## src/hdl/wmbz_pkg.sv

```systemverilog
// wmbz_pkg: shared constants, types and arithmetic helpers for the window map
// and bilinear zoom block; no dependencies
package wmbz_pkg;

  localparam int MAX_WIDTH   = 256;
  localparam int MAX_HEIGHT  = 256;
  localparam int MAX_ZOOM    = 8;
  localparam int QUEUE_DEPTH = 2;

  localparam int LVL_W   = 8;
  localparam int COL_W   = $clog2(MAX_WIDTH);
  localparam int ROW_W   = $clog2(MAX_HEIGHT);
  localparam int WIDTH_W = 9;
  localparam int ZOOM_W  = 4;
  localparam int WM_W    = 15;
  localparam int SMP_W   = 16;
  localparam int COORD_W = 11;
  localparam int CFG_W   = 15;
  localparam int IDX_W   = 3;
  localparam int NUM_W   = 24;
  localparam int RECIP_W = 21;
  localparam int RECIP_SHIFT = 20;
  localparam int STEP_W  = 17;
  localparam int SUM_W   = 22;

  localparam logic [LVL_W-1:0] ROUND_TERM = 8'h80;
  localparam logic [ROW_W-1:0] ROW_LAST   = ROW_W'(MAX_HEIGHT - 1);

  typedef enum logic [IDX_W-1:0] {
    REG_WINDOW_MAX  = 3'd0,
    REG_COLOR_LOW   = 3'd1,
    REG_COLOR_HIGH  = 3'd2,
    REG_ZOOM        = 3'd3,
    REG_PLANE_WIDTH = 3'd4
  } cfg_reg_t;

  typedef struct packed {
    logic [WM_W-1:0]    window_max;
    logic [LVL_W-1:0]   color_low;
    logic [LVL_W-1:0]   color_high;
    logic [ZOOM_W-1:0]  zoom;
    logic [WIDTH_W-1:0] width;
  } cfg_t;

  typedef struct packed {
    logic [ROW_W-1:0] row;
    logic [COL_W-1:0] col;
    logic [LVL_W-1:0] cur;
    logic [LVL_W-1:0] left;
    logic [LVL_W-1:0] up;
    logic [LVL_W-1:0] upper_left;
  } qent_t;

  typedef struct packed {
    logic  valid;
    qent_t data;
  } qpush_t;

  function automatic logic [ZOOM_W-1:0] clamp_zoom(input logic [ZOOM_W-1:0] z);
    logic [ZOOM_W-1:0] r;
    r = z;
    if (z == '0) r = ZOOM_W'(1);
    else if (z > ZOOM_W'(MAX_ZOOM)) r = ZOOM_W'(MAX_ZOOM);
    return r;
  endfunction

  function automatic logic [WIDTH_W-1:0] clamp_width(input logic [WIDTH_W-1:0] w);
    logic [WIDTH_W-1:0] r;
    r = w;
    if (w == '0) r = WIDTH_W'(1);
    else if (w > WIDTH_W'(MAX_WIDTH)) r = WIDTH_W'(MAX_WIDTH);
    return r;
  endfunction

  // ceil(2^20 / z): exact truncating quotient for dividends below 2^17
  function automatic logic [RECIP_W-1:0] recip(input logic [ZOOM_W-1:0] z);
    logic [RECIP_W-1:0] r;
    unique case (z)
      4'd2:    r = 21'd524288;
      4'd3:    r = 21'd349526;
      4'd4:    r = 21'd262144;
      4'd5:    r = 21'd209716;
      4'd6:    r = 21'd174763;
      4'd7:    r = 21'd149797;
      4'd8:    r = 21'd131072;
      default: r = 21'd1048576;
    endcase
    return r;
  endfunction

  function automatic logic [LVL_W-1:0] interp_val(input logic [LVL_W-1:0] a,
                                                  input logic signed [STEP_W-1:0] step,
                                                  input logic [ZOOM_W-1:0] i);
    logic signed [SUM_W-1:0] prod;
    logic signed [SUM_W-1:0] sum;
    prod = SUM_W'($signed({1'b0, i}) * step);
    sum  = $signed({6'd0, a, ROUND_TERM}) + prod;
    return sum[SUM_W-1] ? '0 : sum[2*LVL_W-1:LVL_W];
  endfunction

endpackage

```

## src/hdl/wmbz_if.sv

```systemverilog
// wmbz_if: valid/ready channel interfaces for samples and zoomed pixels
// depends on wmbz_pkg
interface wmbz_in_if;
  import wmbz_pkg::*;
  logic             valid;
  logic             ready;
  logic [SMP_W-1:0] sample;
  logic             plane_start;
  modport source (output valid, sample, plane_start, input ready);
  modport sink   (input valid, sample, plane_start, output ready);
endinterface

interface wmbz_out_if;
  import wmbz_pkg::*;
  logic               valid;
  logic               ready;
  logic [COORD_W-1:0] out_row;
  logic [COORD_W-1:0] out_col;
  logic [LVL_W-1:0]   pixel;
  logic               last_of_run;
  modport source (output valid, out_row, out_col, pixel, last_of_run, input ready);
  modport sink   (input valid, out_row, out_col, pixel, last_of_run, output ready);
endinterface

```

## src/hdl/wmbz_ram.sv

```systemverilog
// wmbz_ram: generic single write, single read ram with registered read
// no dependencies
module wmbz_ram #(
  parameter int WIDTH = 8,
  parameter int DEPTH = 256
) (
  input  logic                     clk,
  input  logic                     we,
  input  logic [$clog2(DEPTH)-1:0] waddr,
  input  logic [WIDTH-1:0]         wdata,
  input  logic [$clog2(DEPTH)-1:0] raddr,
  output logic [WIDTH-1:0]         rdata
);
  logic [WIDTH-1:0] mem [DEPTH];

  always_ff @(posedge clk) begin
    if (we) begin
      mem[waddr] <= wdata;
    end
    rdata <= mem[raddr];
  end
endmodule

```

## src/hdl/wmbz_queue.sv

```systemverilog
// wmbz_queue: short request queue between front and back
// depends on wmbz_pkg
module wmbz_queue (
  input  logic            clk,
  input  logic            rst,
  input  wmbz_pkg::qpush_t push,
  output logic            full,
  input  logic            pop,
  output logic            not_empty,
  output wmbz_pkg::qent_t head
);
  import wmbz_pkg::*;

  localparam int PTR_W = $clog2(QUEUE_DEPTH);

  qent_t            mem [QUEUE_DEPTH];
  logic [PTR_W-1:0] wptr;
  logic [PTR_W-1:0] rptr;
  logic [PTR_W:0]   count;
  logic             do_push;
  logic             do_pop;

  assign full      = count == (PTR_W+1)'(QUEUE_DEPTH);
  assign not_empty = count != '0;
  assign head      = mem[rptr];
  assign do_push   = push.valid && !full;
  assign do_pop    = pop && not_empty;

  always_ff @(posedge clk) begin
    if (do_push) begin
      mem[wptr] <= push.data;
    end
    if (rst) begin
      wptr  <= '0;
      rptr  <= '0;
      count <= '0;
    end else begin
      if (do_push) wptr <= wptr + PTR_W'(1);
      if (do_pop) rptr <= rptr + PTR_W'(1);
      if (do_push && !do_pop) count <= count + (PTR_W+1)'(1);
      else if (do_pop && !do_push) count <= count - (PTR_W+1)'(1);
    end
  end
endmodule

```

## src/hdl/wmbz_front.sv

```systemverilog
// wmbz_front: sample intake, row/column tracking, level mapping by a
// bit-serial divider and line store access; depends on wmbz_pkg, wmbz_if, wmbz_ram
module wmbz_front (
  input  logic             clk,
  input  logic             rst,
  input  wmbz_pkg::cfg_t   cfg,
  wmbz_in_if.sink          samples,
  output wmbz_pkg::qpush_t push,
  input  logic             full
);
  import wmbz_pkg::*;

  typedef enum logic [1:0] {F_IDLE, F_DIV, F_PUSH} fstate_t;

  fstate_t          state;
  logic [COL_W-1:0] col;
  logic [ROW_W-1:0] row;
  logic [COL_W-1:0] c_q;
  logic [ROW_W-1:0] r_q;
  logic [LVL_W-1:0] left_lvl;
  logic [LVL_W-1:0] ul_lvl;
  logic             sat_lo;
  logic             sat_hi;
  logic             rev;
  logic [NUM_W-1:0] rem;
  logic [LVL_W-1:0] quo;
  logic [2:0]       k;

  logic             accept;
  logic             fire;
  logic [COL_W-1:0] c_start;
  logic [ROW_W-1:0] r_start;
  logic [LVL_W-1:0] d;
  logic [NUM_W-1:0] num;
  logic [NUM_W-1:0] shifted;
  logic [LVL_W-1:0] cur;
  logic [LVL_W-1:0] up;
  logic [WIDTH_W-1:0] c_inc;
  logic             rev_now;

  assign samples.ready = state == F_IDLE;
  assign accept = samples.valid && samples.ready;
  assign fire   = state == F_PUSH && !full;

  always_comb begin
    c_start = col;
    r_start = row;
    if (samples.plane_start) begin
      c_start = '0;
      r_start = '0;
    end else if ({1'b0, col} >= cfg.width) begin
      c_start = '0;
      r_start = (row == ROW_LAST) ? row : row + ROW_W'(1);
    end
  end

  assign rev_now = cfg.color_high < cfg.color_low;
  assign d = rev_now ? cfg.color_low - cfg.color_high : cfg.color_high - cfg.color_low;
  assign num = NUM_W'(samples.sample[WM_W-1:0] * d)
             + (rev_now ? NUM_W'(cfg.window_max) - NUM_W'(1) : '0);
  assign shifted = NUM_W'(cfg.window_max) << k;

  always_comb begin
    if (sat_lo) cur = cfg.color_low;
    else if (sat_hi) cur = cfg.color_high;
    else if (rev) cur = cfg.color_low - quo;
    else cur = cfg.color_low + quo;
  end

  assign c_inc = {1'b0, c_q} + WIDTH_W'(1);

  assign push.valid           = state == F_PUSH;
  assign push.data.row        = r_q;
  assign push.data.col        = c_q;
  assign push.data.cur        = cur;
  assign push.data.left       = left_lvl;
  assign push.data.up         = up;
  assign push.data.upper_left = ul_lvl;

  wmbz_ram #(.WIDTH(LVL_W), .DEPTH(MAX_WIDTH)) u_line (
    .clk   (clk),
    .we    (fire),
    .waddr (c_q),
    .wdata (cur),
    .raddr (c_q),
    .rdata (up)
  );

  always_ff @(posedge clk) begin
    if (rst) begin
      state    <= F_IDLE;
      col      <= '0;
      row      <= '0;
      left_lvl <= '0;
      ul_lvl   <= '0;
    end else begin
      unique case (state)
        F_IDLE: begin
          if (accept) begin
            c_q    <= c_start;
            r_q    <= r_start;
            sat_lo <= samples.sample[SMP_W-1] || samples.sample == '0;
            sat_hi <= {1'b0, samples.sample[WM_W-1:0]} >= {1'b0, cfg.window_max};
            rev    <= rev_now;
            rem    <= num;
            quo    <= '0;
            k      <= 3'd7;
            state  <= F_DIV;
          end
        end
        F_DIV: begin
          if (rem >= shifted) begin
            rem    <= rem - shifted;
            quo[k] <= 1'b1;
          end
          if (k == '0) state <= F_PUSH;
          else k <= k - 3'd1;
        end
        F_PUSH: begin
          if (fire) begin
            left_lvl <= cur;
            ul_lvl   <= up;
            if (c_inc >= cfg.width) begin
              col <= '0;
              row <= (r_q == ROW_LAST) ? r_q : r_q + ROW_W'(1);
            end else begin
              col <= c_inc[COL_W-1:0];
              row <= r_q;
            end
            state <= F_IDLE;
          end
        end
        default: state <= F_IDLE;
      endcase
    end
  end
endmodule

```

## src/hdl/wmbz_back.sv

```systemverilog
// wmbz_back: per-sample horizontal and vertical interpolation and pixel
// emission; depends on wmbz_pkg, wmbz_if
module wmbz_back (
  input  logic            clk,
  input  logic            rst,
  input  wmbz_pkg::cfg_t  cfg,
  input  logic            not_empty,
  input  wmbz_pkg::qent_t head,
  output logic            pop,
  wmbz_out_if.source      pixels
);
  import wmbz_pkg::*;

  typedef enum logic [2:0] {B_IDLE, B_HC, B_HU, B_HS, B_COL, B_VD, B_VS, B_EMIT} bstate_t;

  localparam int MAG_W  = 2 * LVL_W;
  localparam int PROD_W = MAG_W + RECIP_W;

  bstate_t                  state;
  qent_t                    e;
  logic [ZOOM_W-1:0]        i_ctr;
  logic [ZOOM_W-1:0]        j_ctr;
  logic [PROD_W-1:0]        prod;
  logic                     neg;
  logic signed [STEP_W-1:0] step_c;
  logic signed [STEP_W-1:0] step_u;
  logic [LVL_W-1:0]         hc_v;
  logic [LVL_W-1:0]         ht_v;
  logic [LVL_W-1:0]         hc_a [MAX_ZOOM];
  logic [LVL_W-1:0]         ht_a [MAX_ZOOM];
  logic signed [STEP_W-1:0] vs_a [MAX_ZOOM];

  logic [ZOOM_W-1:0]        z;
  logic [ZOOM_W-1:0]        ilo;
  logic [ZOOM_W-1:0]        jlo;
  logic [LVL_W-1:0]         op_a;
  logic [LVL_W-1:0]         op_b;
  logic [LVL_W-1:0]         mag;
  logic signed [STEP_W-1:0] quot;
  logic [2:0]               idx;
  logic                     out_free;
  logic [COORD_W:0]         row_base;
  logic [COORD_W:0]         col_base;
  logic                     run_end;

  assign z   = cfg.zoom;
  assign ilo = (e.col != '0) ? ZOOM_W'(1) : z;
  assign jlo = (e.row != '0) ? ZOOM_W'(1) : z;
  assign idx = 3'(i_ctr - ZOOM_W'(1));
  assign pop = state == B_IDLE && not_empty;
  assign out_free = !pixels.valid || pixels.ready;
  assign row_base = (COORD_W+1)'(e.row * z);
  assign col_base = (COORD_W+1)'(e.col * z);
  assign run_end  = i_ctr == z && j_ctr == z;

  always_comb begin
    unique case (state)
      B_HC:    begin op_a = e.left;       op_b = e.cur; end
      B_HU:    begin op_a = e.upper_left; op_b = e.up;  end
      default: begin op_a = ht_v;         op_b = hc_v;  end
    endcase
  end

  assign mag  = (op_b >= op_a) ? op_b - op_a : op_a - op_b;
  assign quot = neg ? -$signed({1'b0, prod[RECIP_SHIFT+STEP_W-2:RECIP_SHIFT]})
                    :  $signed({1'b0, prod[RECIP_SHIFT+STEP_W-2:RECIP_SHIFT]});

  always_ff @(posedge clk) begin
    if (rst) begin
      state        <= B_IDLE;
      pixels.valid <= 1'b0;
    end else begin
      if (pixels.ready && state != B_EMIT) pixels.valid <= 1'b0;
      unique case (state)
        B_IDLE: begin
          if (not_empty) begin
            e     <= head;
            state <= B_HC;
          end
        end
        B_HC, B_HU, B_VD: begin
          prod <= PROD_W'({mag, LVL_W'(0)} * recip(z));
          neg  <= op_a > op_b;
          if (state == B_HU) step_c <= quot;
          unique case (state)
            B_HC:    state <= B_HU;
            B_HU:    state <= B_HS;
            default: state <= B_VS;
          endcase
          if (state == B_HC) i_ctr <= ilo;
        end
        B_HS: begin
          step_u <= quot;
          state  <= B_COL;
        end
        B_COL: begin
          hc_v  <= (i_ctr == z) ? e.cur : interp_val(e.left, step_c, i_ctr);
          ht_v  <= (i_ctr == z) ? e.up : interp_val(e.upper_left, step_u, i_ctr);
          state <= B_VD;
        end
        B_VS: begin
          hc_a[idx] <= hc_v;
          ht_a[idx] <= ht_v;
          vs_a[idx] <= quot;
          if (i_ctr == z) begin
            i_ctr <= ilo;
            j_ctr <= jlo;
            state <= B_EMIT;
          end else begin
            i_ctr <= i_ctr + ZOOM_W'(1);
            state <= B_COL;
          end
        end
        B_EMIT: begin
          if (out_free) begin
            pixels.valid       <= 1'b1;
            pixels.out_row     <= COORD_W'(row_base + (COORD_W+1)'(j_ctr)
                                           - (COORD_W+1)'(z));
            pixels.out_col     <= COORD_W'(col_base + (COORD_W+1)'(i_ctr)
                                           - (COORD_W+1)'(z));
            pixels.pixel       <= (j_ctr == z) ? hc_a[idx]
                                  : interp_val(ht_a[idx], vs_a[idx], j_ctr);
            pixels.last_of_run <= run_end;
            if (run_end) begin
              state <= B_IDLE;
            end else if (i_ctr == z) begin
              i_ctr <= ilo;
              j_ctr <= j_ctr + ZOOM_W'(1);
            end else begin
              i_ctr <= i_ctr + ZOOM_W'(1);
            end
          end
        end
        default: state <= B_IDLE;
      endcase
    end
  end
endmodule

```

## src/hdl/window_map_bilinear_zoom.sv

```systemverilog
// window_map_bilinear_zoom: top level, config registers, front, queue, back
// depends on wmbz_pkg, wmbz_if, wmbz_front, wmbz_queue, wmbz_back
//
//   channel   dir  payload                                  handshake
//   samples   in   sample[15:0] signed, plane_start         valid/ready
//   pixels    out  out_row[10:0] out_col[10:0] pixel[7:0]   valid/ready
//                  last_of_run
//   cfg       in   cfg_index[2:0] cfg_data[14:0]             cfg_we
//
// front: accept, 8-step bit-serial divide, line store write, sample by sample
// back: shared reciprocal multiplier does two step quotients plus one per
// emitted column, then one pixel a cycle while the pixel output is not stalled
// a 2-entry queue lets the front take new samples while the back emits
// rst is synchronous; line store content is undefined until written
module window_map_bilinear_zoom (
  input  logic                       clk,
  input  logic                       rst,
  input  logic                       cfg_we,
  input  logic [wmbz_pkg::IDX_W-1:0] cfg_index,
  input  logic [wmbz_pkg::CFG_W-1:0] cfg_data,
  wmbz_in_if.sink                    samples,
  wmbz_out_if.source                 pixels
);
  import wmbz_pkg::*;

  logic [WM_W-1:0]    window_max;
  logic [LVL_W-1:0]   color_low;
  logic [LVL_W-1:0]   color_high;
  logic [ZOOM_W-1:0]  zoom;
  logic [WIDTH_W-1:0] plane_width;
  cfg_t               cfg;
  qpush_t             q_push;
  logic               q_full;
  logic               q_pop;
  logic               q_not_empty;
  qent_t              q_head;

  always_ff @(posedge clk) begin
    if (rst) begin
      window_max  <= WM_W'(32767);
      color_low   <= '0;
      color_high  <= LVL_W'(255);
      zoom        <= ZOOM_W'(1);
      plane_width <= WIDTH_W'(256);
    end else if (cfg_we) begin
      unique case (cfg_reg_t'(cfg_index))
        REG_WINDOW_MAX:  window_max  <= cfg_data[WM_W-1:0];
        REG_COLOR_LOW:   color_low   <= cfg_data[LVL_W-1:0];
        REG_COLOR_HIGH:  color_high  <= cfg_data[LVL_W-1:0];
        REG_ZOOM:        zoom        <= cfg_data[ZOOM_W-1:0];
        REG_PLANE_WIDTH: plane_width <= cfg_data[WIDTH_W-1:0];
        default: ;
      endcase
    end
  end

  assign cfg.window_max = window_max;
  assign cfg.color_low  = color_low;
  assign cfg.color_high = color_high;
  assign cfg.zoom       = clamp_zoom(zoom);
  assign cfg.width      = clamp_width(plane_width);

  wmbz_front u_front (
    .clk     (clk),
    .rst     (rst),
    .cfg     (cfg),
    .samples (samples),
    .push    (q_push),
    .full    (q_full)
  );

  wmbz_queue u_queue (
    .clk       (clk),
    .rst       (rst),
    .push      (q_push),
    .full      (q_full),
    .pop       (q_pop),
    .not_empty (q_not_empty),
    .head      (q_head)
  );

  wmbz_back u_back (
    .clk       (clk),
    .rst       (rst),
    .cfg       (cfg),
    .not_empty (q_not_empty),
    .head      (q_head),
    .pop       (q_pop),
    .pixels    (pixels)
  );

  a_zoom_range: assert property (@(posedge clk) disable iff (rst)
    cfg.zoom >= ZOOM_W'(1) && cfg.zoom <= ZOOM_W'(MAX_ZOOM))
    else $error("effective zoom out of range");

  a_width_range: assert property (@(posedge clk) disable iff (rst)
    cfg.width >= WIDTH_W'(1) && cfg.width <= WIDTH_W'(MAX_WIDTH))
    else $error("effective width out of range");

  a_busy_after_accept: assert property (@(posedge clk) disable iff (rst)
    samples.valid && samples.ready |=> !samples.ready)
    else $error("front took a second sample while dividing");

  a_pop_has_data: assert property (@(posedge clk) disable iff (rst)
    q_pop |-> q_not_empty)
    else $error("back popped an empty queue");
endmodule

```

## src/flat_wrapper.sv

```systemverilog
// flat-port wrapper written by rule: the top's interface ports become plain ports
module window_map_bilinear_zoom_flat import wmbz_pkg::*;
  (clk, rst, cfg_we, cfg_index, cfg_data, samples_valid, samples_sample, samples_plane_start, samples_ready, pixels_valid, pixels_out_row, pixels_out_col, pixels_pixel, pixels_last_of_run, pixels_ready);
  wmbz_in_if samples_i ();
  wmbz_out_if pixels_i ();
  input  logic clk;
  input  logic rst;
  input  logic cfg_we;
  input  logic [wmbz_pkg::IDX_W-1:0] cfg_index;
  input  logic [wmbz_pkg::CFG_W-1:0] cfg_data;
  input wire logic [$bits(samples_i.valid)-1:0] samples_valid;
  input wire logic [$bits(samples_i.sample)-1:0] samples_sample;
  input wire logic [$bits(samples_i.plane_start)-1:0] samples_plane_start;
  output wire logic [$bits(samples_i.ready)-1:0] samples_ready;
  output wire logic [$bits(pixels_i.valid)-1:0] pixels_valid;
  output wire logic [$bits(pixels_i.out_row)-1:0] pixels_out_row;
  output wire logic [$bits(pixels_i.out_col)-1:0] pixels_out_col;
  output wire logic [$bits(pixels_i.pixel)-1:0] pixels_pixel;
  output wire logic [$bits(pixels_i.last_of_run)-1:0] pixels_last_of_run;
  input wire logic [$bits(pixels_i.ready)-1:0] pixels_ready;
  assign samples_i.valid = samples_valid;
  assign samples_i.sample = samples_sample;
  assign samples_i.plane_start = samples_plane_start;
  assign samples_ready = samples_i.ready;
  assign pixels_valid = pixels_i.valid;
  assign pixels_out_row = pixels_i.out_row;
  assign pixels_out_col = pixels_i.out_col;
  assign pixels_pixel = pixels_i.pixel;
  assign pixels_last_of_run = pixels_i.last_of_run;
  assign pixels_i.ready = pixels_ready;
  window_map_bilinear_zoom u_core (.clk(clk), .rst(rst), .cfg_we(cfg_we), .cfg_index(cfg_index), .cfg_data(cfg_data), .samples(samples_i), .pixels(pixels_i));
endmodule
```

## config.mk

```make
export PLATFORM = sky130hd
export DESIGN_NAME = window_map_bilinear_zoom_flat
export DESIGN_NICKNAME = d
export VERILOG_FILES = /design/src/hdl/wmbz_pkg.sv /design/src/hdl/wmbz_if.sv /design/src/hdl/wmbz_ram.sv /design/src/hdl/wmbz_queue.sv /design/src/hdl/wmbz_front.sv /design/src/hdl/wmbz_back.sv /design/src/hdl/window_map_bilinear_zoom.sv /design/src/flat_wrapper.sv
export SDC_FILE = /design/constraint.sdc
export NUM_CORES = 2
export LEC_CHECK = 0
export CAP_MARGIN = 20
export CORE_UTILIZATION = 30
export CTS_CLUSTER_DIAMETER = 150
export DETAILED_ROUTE_END_ITERATION = 8
export DONT_BUFFER_PORTS = 1
export PLACE_DENSITY = 0.45
export SETUP_SLACK_MARGIN = 0.15
export SLEW_MARGIN = 5
export SYNTH_ARGS = -nofsm -noshare
export SYNTH_HDL_FRONTEND = slang
export SYNTH_SLANG_ARGS = --single-unit
```

## constraint.sdc

```tcl
create_clock -name clk -period 15.5 [get_ports clk]
set_input_delay 0 -clock clk [delete_from_list [all_inputs] [get_ports clk]]
set_output_delay 0 -clock clk [all_outputs]
set_load 0.005 [all_outputs]
```

==> reports/qor.txt <==
outcome -> complete, no violations
Layout Cells excl Fill -> 13,600
worst endpoint required time -> 16.11 ns
Placer Congestion -> 0.838
Initial DRC Count -> 5,446
WP depth -> 33
port bufs -> 0
die area -> 424,000 um2
Routed WL per cell -> 26.4 um
Total Routing Usage GR -> 0.168
register area share after synthesis -> 0.636
DIE HEIGHT -> 651 um
Synth top area share -> 0.621
Int Pwr -> 14.6 mW
CTS H-Tree Depth -> 5
Worst Reg2Reg Path Length in Cells -> 33
CP peak stage delay -> 0.95 ns
most used cell, CP -> fa_1
Hold WC Path Type -> input pin to flop
worst setup margin -> 5.31 ns
Placed Area -> 134,000 um2
vias per inst -> 4.96
#FFs+latches synth -> 2,710
GRT overflow -> 0
Max clock buf depth -> 4
PD cells -> 148 nW/um2
# setup viols final -> 0
ANT nets after route -> 0
Fin Setup TNS -> 0 ns
worst hold margin -> 0.0975 ns
routed vias -> 67,500
RSZ-0062 raised after global routing -> false
async set-reset flop share out of synthesis -> 0
ys flop type -> edfxtp_1
cell family with most CP delay -> compound AO/OA/AOI/OAI gates
Clock Power Share -> 0.336
Area Growth Syn to Fin -> 13.8%
startpoint types -> flop
Sw Share -> 0.312
Syn. warnings -> 0
Max Fclk -> 98.1 MHz
setup bufs post-CTS -> 0
Crit Path Class -> flop to flop
drt drc -> 0
Clock Sinks -> 2,710
worst path arrival time -> 10.81 ns
Skew-Pair Late Insertion Delay -> 0.94 ns
Synth cell types -> 79
Pins Over Slew Limit -> 0
CTS tree -> built
EDFF count, synth -> 2,616
Total Wirelength -> 359,000 um
worst-margin pin slew -> 1.30 ns
Nets -> 8,646
vias in the first global route -> 70,900
DIE WIDTH -> 651 um
Placed Cells -> 13,000
Mean Syn Cell Area -> 16.5 um2
row count -> 238
fraction of layout cells with a size suffix above 1 -> 0.172
max cap viols -> 0
largest net degree at the start of global routing -> 189
pre-CTS setup slack -> 5.11 ns
Final period util -> 0.658
cts bufs inserted -> 308
cell taking the most area after synthesis -> edfxtp_1
initial antenna violation count -> 26
drt pass-1 iters -> 6
share of total power in combinational logic -> 0.261
Synth Cell Area -> 126,000 um2
worst hold path depth -> 4
DPL Wire Length -> 229,000 um
synthesized instance count -> 7,665
# IOs -> 73
Lkg Pwr -> 49.3 nW
CP max stage cell -> nor2b_1
Net Sw Power -> 6.63 mW
final instance area -> 144,000 um2
WP buf/inv -> 4
first-pass GRT wire length -> 521,000 um
Util after Layout -> 0.343
Worst-path clk slew -> 0.06 ns
Filler Cell Count -> 40,000
final hold violations -> 0
Starting Density -> 0.301
clk_skew -> 0.0888 ns
total power -> 21.3 mW
Reg power frac -> 0.403
Peak VDD IR -> 0.000161 V
CORE AREA -> 420,000 um2
critical-path maximum fanout -> 18
final worst path period need -> 10.19 ns
CP Capture Type -> flop
top cells by area, synth -> edfxtp_1 62%, mux4_2 12%, fa_1 6.1%, ha_1 3.8%, inv_1 1.7%
clock root buffer -> clkbuf_16
Slew HR -> 0.136
## kinds of logic after synthesis
kind of cell,Yosys count,share of synthesized area
DFF,2710,0.636
AOI/OAI and AO/OA,683,0.0354
buffers and inverters,923,0.0292
adders and majority gates,764,0.0984
xor gates and xnor gates,179,0.0124
and+or+nand+nor,1634,0.0615
muxes,771,0.127
other,1,0.0000296
## worst reg2reg max path, delay by kind of cell (launching register included)
kind / cells / cell delay [ns]
mux: 1 / 0.38
xor+xnor: 2 / 0.94
simple gates: 5 / 1.46
fa+ha+maj: 7 / 3.00
compound gates: 14 / 3.08
flops: 1 / 0.65
buf+inv: 4 / 0.42
## power by group through the flow
stage	clock, mW	combinational, mW	sequential [mW]
floorplan	0	3.77	8.70
global placement	0	5.57	8.73
detailed placement	0	5.58	8.73
CTS	7.31	5.65	8.58
global route	7.57	6.25	8.58
finish	7.14	5.54	8.58
## metal layers
| metal | track usage | vias up | wire length, um |
|---|---|---|---|
| met5 | 0 | - | 54 |
| met1 | 0.229 | 36000 | 157000 |
| li1 | - | 29400 | - |
| met2 | 0.283 | 1635 | 176000 |
| met3 | 0.0199 | 439 | 16200 |
| met4 | 0.0418 | 8 | 9250 |
## state kept, by name (all words and copies together) (netlist names), 9 cells and up
signal and cells:
u_core.u_back.hc_a 64, u_core.u_back.e 48, u_core.u_back.pixels.out_row 11, u_core.u_front.u_line.mem 2048, u_core.u_back.step_c 17, u_core.u_back.ht_a 64, u_core.u_back.pixels.out_col 11, u_core.u_front.rem 24
u_core.u_back.vs_a 136, u_core.u_back.step_u 17, u_core.window_max 15, u_core.plane_width 9, u_core.u_back.prod 16, u_core.u_queue.mem 96
## cells in the final DEF, fill, tap and decap left out, types with 35 or more instances in the layout
master         Yosys  final
a21o_1            60     59
a21oi_1          191    189
a22oi_1          102    102
and2_1           200    199
and3_1            36     36
buf_4             20    130
clkbuf_1         220     57
clkbuf_16          0    310
clkinv_1           2     63
clkinv_2           0     51
dfxtp_1           94     92
dlygate4sd3_1      0     62
edfxtp_1        2616   2616
fa_1             384    384
ha_1             380    380
inv_1            579    579
mux2_2            66     64
mux2i_1           41     40
mux4_2           663    663
nand2_1          402    390
nand2b_1          71     71
nand3_1           89     85
nor2_1           556    542
nor2b_1           86     84
nor3_1            54     51
o21ai_0          101    100
o22ai_1           35     35
xnor2_1          128    116
xor2_1            51     51
## area by class of cell
cell class / instances / area, um2 / share of cell area
antenna: 7 / 17.5 / 0.000122
clock buffer: 371 / 8030 / 0.0557
clock inverter: 176 / 1700 / 0.0118
inverter: 582 / 2180 / 0.0152
multi-input combinational: 4033 / 42800 / 0.297
sequential: 2710 / 80400 / 0.559
tap: 5520 / 6910 / 0.0480
timing repair buffer: 207 / 1910 / 0.0132
## synthesized netlist by cell type (66+ instances only)
master and number:
a21oi_1 191, a22oi_1 102, and2_1 200, clkbuf_1 220
dfxtp_1 94, edfxtp_1 2616, fa_1 384, ha_1 380
inv_1 579, mux2_2 66, mux4_2 663, nand2_1 402
nand2b_1 71, nand3_1 89, nor2_1 556, nor2b_1 86
o21ai_0 101, xnor2_1 128
## worst paths after layout
path / from / to / slack [ns]
max: u_core.u_back.state[1]$_SDFFE_PP0P_ / u_core.u_back.prod[34]$_DFFE_PP_ / 5.31
min: cfg_we / u_core.plane_width[3]$_SDFFE_PP0P_ / 0.1
max reg2reg: u_core.u_back.state[1]$_SDFFE_PP0P_ / u_core.u_back.prod[34]$_DFFE_PP_ / 5.31
min reg2reg: u_core.u_front.left_lvl[4]$_SDFFE_PP0P_ / u_core.u_queue.mem[1][20]$_DFFE_PP_ / 0.44
## repair_timing
item,in CTS,in global routing
resized for setup,0,0
hold buffers,63,0
endpoints found under the hold margin,344,0
Note: power is estimated with default switching activity, not from simulation.
